File: src/design/bss_pkg.sv
// Shared types and constants for the bounded sequence store.
// No dependencies; used by datapath, controller, top level and checker.
package bss_pkg;

  localparam int CMD_W  = 3;
  localparam int POS_W  = 9;
  localparam int DATA_W = 32;
  localparam int ERR_W  = 2;

  // Command codes
  localparam logic [CMD_W-1:0] CMD_APPEND = 3'd0;
  localparam logic [CMD_W-1:0] CMD_REMOVE = 3'd1;
  localparam logic [CMD_W-1:0] CMD_INSERT = 3'd2;
  localparam logic [CMD_W-1:0] CMD_ERASE  = 3'd3;
  localparam logic [CMD_W-1:0] CMD_READ   = 3'd4;
  localparam logic [CMD_W-1:0] CMD_WRITE  = 3'd5;
  localparam logic [CMD_W-1:0] CMD_CLEAR  = 3'd6;

  // Error codes
  localparam logic [ERR_W-1:0] ERR_OK    = 2'd0;
  localparam logic [ERR_W-1:0] ERR_RANGE = 2'd1;
  localparam logic [ERR_W-1:0] ERR_EMPTY = 2'd2;
  localparam logic [ERR_W-1:0] ERR_FULL  = 2'd3;

  // Controller to datapath
  typedef struct packed {
    logic take_in;   // latch the input beat
    logic check;     // range check, load move pointers
    logic move;      // stream one shift move per cycle
    logic read_pos;  // read the entry at position
    logic commit;    // update count/store, load result register
  } ctrl_cmd_t;

  // Datapath to controller
  typedef struct packed {
    logic has_error;
    logic is_read;
    logic needs_move;
    logic moves_done;
    logic out_free;
  } ctrl_stat_t;

endpackage

File: src/design/bss_ctrl.sv
// Controller of the bounded sequence store: sequences check, shift moves,
// reads and the commit. Depends on bss_pkg.
module bss_ctrl (
  input  logic                clk,
  input  logic                rst,
  input  logic                in_valid,
  output logic                in_ready,
  input  bss_pkg::ctrl_stat_t sts,
  output bss_pkg::ctrl_cmd_t  ctl
);

  typedef enum logic [4:0] {
    S_IDLE   = 5'b00001,
    S_CHECK  = 5'b00010,
    S_MOVE   = 5'b00100,
    S_READ   = 5'b01000,
    S_FINISH = 5'b10000
  } state_t;

  state_t state;
  state_t state_next;

  always_ff @(posedge clk) begin
    if (rst) state <= S_IDLE;
    else     state <= state_next;
  end

  // Next state and commands
  always_comb begin
    state_next   = state;
    ctl          = '0;
    in_ready     = 1'b0;
    unique case (state)
      S_IDLE: begin
        in_ready    = 1'b1;
        ctl.take_in = in_valid;
        if (in_valid) state_next = S_CHECK;
      end
      S_CHECK: begin
        ctl.check = 1'b1;
        priority if (sts.has_error) state_next = S_FINISH;
        else if (sts.is_read)       state_next = S_READ;
        else if (sts.needs_move)    state_next = S_MOVE;
        else                        state_next = S_FINISH;
      end
      S_MOVE: begin
        ctl.move = 1'b1;
        if (sts.moves_done) state_next = S_FINISH;
      end
      S_READ: begin
        ctl.read_pos = 1'b1;
        state_next   = S_FINISH;
      end
      S_FINISH: begin
        if (sts.out_free) begin
          ctl.commit = 1'b1;
          state_next = S_IDLE;
        end
      end
      default: state_next = S_IDLE;
    endcase
  end

endmodule

File: config.mk
export PLATFORM = sky130hd
export DESIGN_NAME = bss_ctrl
export DESIGN_NICKNAME = d
export VERILOG_FILES = /design/src/design/bss_pkg.sv /design/src/design/bss_ctrl.sv
export SDC_FILE = /design/constraint.sdc
export NUM_CORES = 1
export LEC_CHECK = 0
export ABC_AREA = 1
export BUFFER_PORTS_ARGS = -buffer_cell sky130_fd_sc_hd__buf_4
export CORE_AREA = 2 2 39 41
export CTS_CLUSTER_DIAMETER = 200
export DETAILED_ROUTE_END_ITERATION = 8
export DIE_AREA = 0 0 41 43
export PLACE_DENSITY_LB_ADDON = 0.08
export SLEW_MARGIN = 10
export SYNTH_ARGS = -nofsm -noshare
export SYNTH_HDL_FRONTEND = slang
export SYNTH_SLANG_ARGS = --single-unit
File: constraint.sdc
create_clock -name clk -period 1.05 [get_ports clk]
set_input_delay 0.21 -clock clk [delete_from_list [all_inputs] [get_ports clk]]
set_output_delay 0.21 -clock clk [all_outputs]
set_load 0.005 [all_outputs]
# Word level (Yosys, flattened, before mapping)
# Index checks and enable logic that the tools add are counted.
# word_totals
elab_cells,24
regBits,5
input_bits,8
out_inout_bits,6
# classes
reduce_logical,1
n_eq_ne,8
mux,14
# ops
op,count
2-to-1 mux 5 bit,6
one-hot mux 5 bit (5 select lines),1
2-to-1 mux 1 bit,7
inequality test 2 bit (second input constant),3
equality test 5 x 1 -> 1 bit (second input constant),1
equality test 5 x 2 -> 1 bit (second input constant),1
equality test 5 x 3 -> 1 bit (second input constant),1
equality test 5 x 4 -> 1 bit (second input constant),1
equality test 5 bit (second input constant),1
AND reduction 3 bit,1

# Logic depth before layout (Yosys ltp)
# logic_depth
ltp_word,4
mapped_depth,7
ltp_nobuf,7

# Least setup slack after synthesis
# No wires, ideal clock.
# synth_path
path_type,reg2out
startpoint,register state[4]
endpoint,output ctl[0] in the netlist's numbering
path_slack_ps,18
arrival_time_ps,822
n_path_buf,0
path_stages_with_launch,3
cell_sequence,dfxtp_1 > inv_1 > nor4_1
# synth_rtl
element,line_no,rtl
start: declaration,bss_ctrl.sv:20,state_t state;
start signal: assignment,bss_ctrl.sv:25,else state <= state_next;
end: declaration,bss_ctrl.sv:9,output bss_pkg::ctrl_cmd_t ctl

==> flow_summary.ini <==
[synthesis]
syn_nets = 62
async_flop_share_pct = 0
synthCells = 54
synthTopCellsByCount = inv_1 (9), nor2_1 (9), dfxtp_1 (5), nand2_1 (5), nand3_1 (5)
ys_types = 19
seq_area_frac_synth_pct = 28.8
synth_top_area_share_pct = 28.8
ys_warn_count = 0
ys.flop_type = dfxtp_1
synth_area_leader_cell = dfxtp_1
synth_edf_count = 0
synth_seq_cells = 5
yosys-top-cells-area = dfxtp_1 (29%), inv_1 (9.7%), nor2_1 (9.7%)
syn_area_per_cell_um2 = 6.44
netlist_area_um2 = 348

[floorplanning]
dieHeight_um = 43
coreArea_um2 = 1380
start_util_pct = 25.1
die_width_um = 41
dieArea_um2 = 1760
num_rows = 14
pin_count = 14

[clock_tree]
clock-sinks = 5
htreeDepth = 1
clk_pin_slew_ns = 0.04
cts_made_buffers = 3
clock_latency_ns = 0.25
ctsRootBufferMaster = clkbuf_4
clk_path_buf_depth = 2
cts_tree = done
cts_hold_buf = 0

[timing]
finalCritPeriodShare_pct = 129
fmax_ghz = 0.738
hold_slack_ns = 0.152
min_period_ns = 1.35
tightestPinTransition_ns = 0.239
slew_headroom_pct = 83.9
setup_ws_ns = -0.305
setup_viol = 11
clock-skew-final_ns = 0.00258
drv_slew = 0
hold_violations = 0
rsz0062_at_grt = yes

[placement]
place_congestion = 0.770
io_buffers = 13
hpwl_um = 724
pre_cts_ws_ns = -0.0511
dpl_cell_area_um2 = 526

[critical_path]
cp.required_ns = 0.84
end_kind = output pin
reg2reg_slack_ns = -0.23
setup.worst_path.start_class = register
slowest_stage = dfxtp_2
max_stage_delay_ns = 0.32
arrival_ns = 1.14
cp_max_fo = 4
worstSetupPathType = register to output pin
crit_chain = inv_2 -> nand2_4 -> nor2_4 -> nand2_2 -> nor2_1 -> buf_4

[min_path]
min_path_type = primary input to register

[route]
firstDrtPassIters = 4
ant_nets = 0
viasPerCell = 4.58
drt_wl_total_um = 1120
top_layer = met4
met1_length_um = 403
drc = 0
met3_length_um = 76
wl_per_cell_um = 10.7
dr_total_vias = 476
drt_iter0_drc = 4
met2_length_um = 607

[finish]
largest_reg_flops = 5
utilization_pct = 53.1
num_antenna_cells = 0
seq_area_um2 = 106
finalInstanceArea_um2 = 734
regMostFlops = state
syn_to_final_growth_pct = 111
largestRegisters = state: 5 flops
n_fill_cell = 148
fin_nets = 97
multi_input_area_um2 = 279
drive_gt1_share_pct = 68.2

[pwr]
ir_worst_vdd_uv = 632
p_leak_nw = 0.362
p_per_area_nw_per_um2 = 1090
p_total_w = 0.000798

[flow_run]
max_cap_viol_count = 0

[run_status]
status = finished, violations left
violations = negative setup slack

[global_routing]
grt_pass1_wl_um = 1840
overflow = 0
grt_max_degree = 5
grtUsageTotal_pct = 15.9
antenna_found_initial = 0
grt_pass1_vias = 477
## kinds of logic after synthesis
family,count (synthesis),share of synthesized area [%]
AOI/OAI and AO/OA,4,6.47
DFF,5,28.8
and+or+nand+nor,32,50.7
buffers and inverters,13,14.0
## report_power, final
part           switching (W)  leakage [nW]  internal (W)
registers          0.0000185        0.0424      0.000211
clock network      0.0000785        0.0150      0.000144
logic               0.000157         0.305      0.000189
total               0.000255         0.362      0.000543
## area by class of cell
| class | instances | share of cell area (%) |
|---|---|---|
| clock buffers | 4 | 3.58 |
| inverters | 13 | 6.98 |
| repair buffers | 30 | 34.2 |
| flip-flops and latches | 5 | 14.5 |
| well taps | 16 | 2.73 |
| multi-input cells | 36 | 38.0 |
## metrics by stage
| stage | setup TNS (ns) | instances |
|---|---|---|
| global route | -2.80 | 104 |
| finish | -2.18 | 104 |
| detailed placement | -0.167 | 91 |
| CTS | -2.12 | 105 |
| floorplan | 0 | 54 |
| global placement | -0.234 | 91 |
## path summary, 6_finish.rpt
check                                            from               endpoint  cells after the start
worst max-delay path            state[2]$_SDFFE_PP0P_                 ctl[4]                      6
worst min-delay path                              rst  state[2]$_SDFFE_PP0P_                      2
worst min register to register  state[2]$_SDFFE_PP0P_  state[2]$_SDFFE_PP0P_                      5
worst max register to register  state[2]$_SDFFE_PP0P_  state[0]$_SDFFE_PP1P_                      9
## cell usage in the layout (no fill, tap or decap), types with 3 or more instances in the layout
| cell | n |
|---|---|
| buf_4 | 23 |
| inv_2 | 4 |
| nand2_1 | 4 |
| nand3_1 | 4 |
| inv_1 | 8 |
| buf_6 | 7 |
| nor2_4 | 3 |
| nor2_1 | 7 |
| clkbuf_4 | 3 |
| dfxtp_2 | 5 |
## routing by layer
layer	vias to the layer above	track usage [%]
li1	241	-
met4	0	10.0
met5	-	0
met2	16	25.0
met3	5	4.71
met1	214	17.4
## repair_timing
| action | in CTS | in global routing |
|---|---|---|
| gates resized for setup | 17 | 12 |
| setup buffers | 12 | 1 |
| setup endpoints to repair | 7 | 11 |
| pin swaps | 1 | 4 |
| endpoints found under the hold margin | 0 | 0 |
## worst max-delay path: cells and delay by family (launching register included)
kind,cells,cell delay (ns)
simple gates,4,0.39
flops,1,0.32
buf+inv,2,0.19
Note: power is estimated with default switching activity, not from simulation.
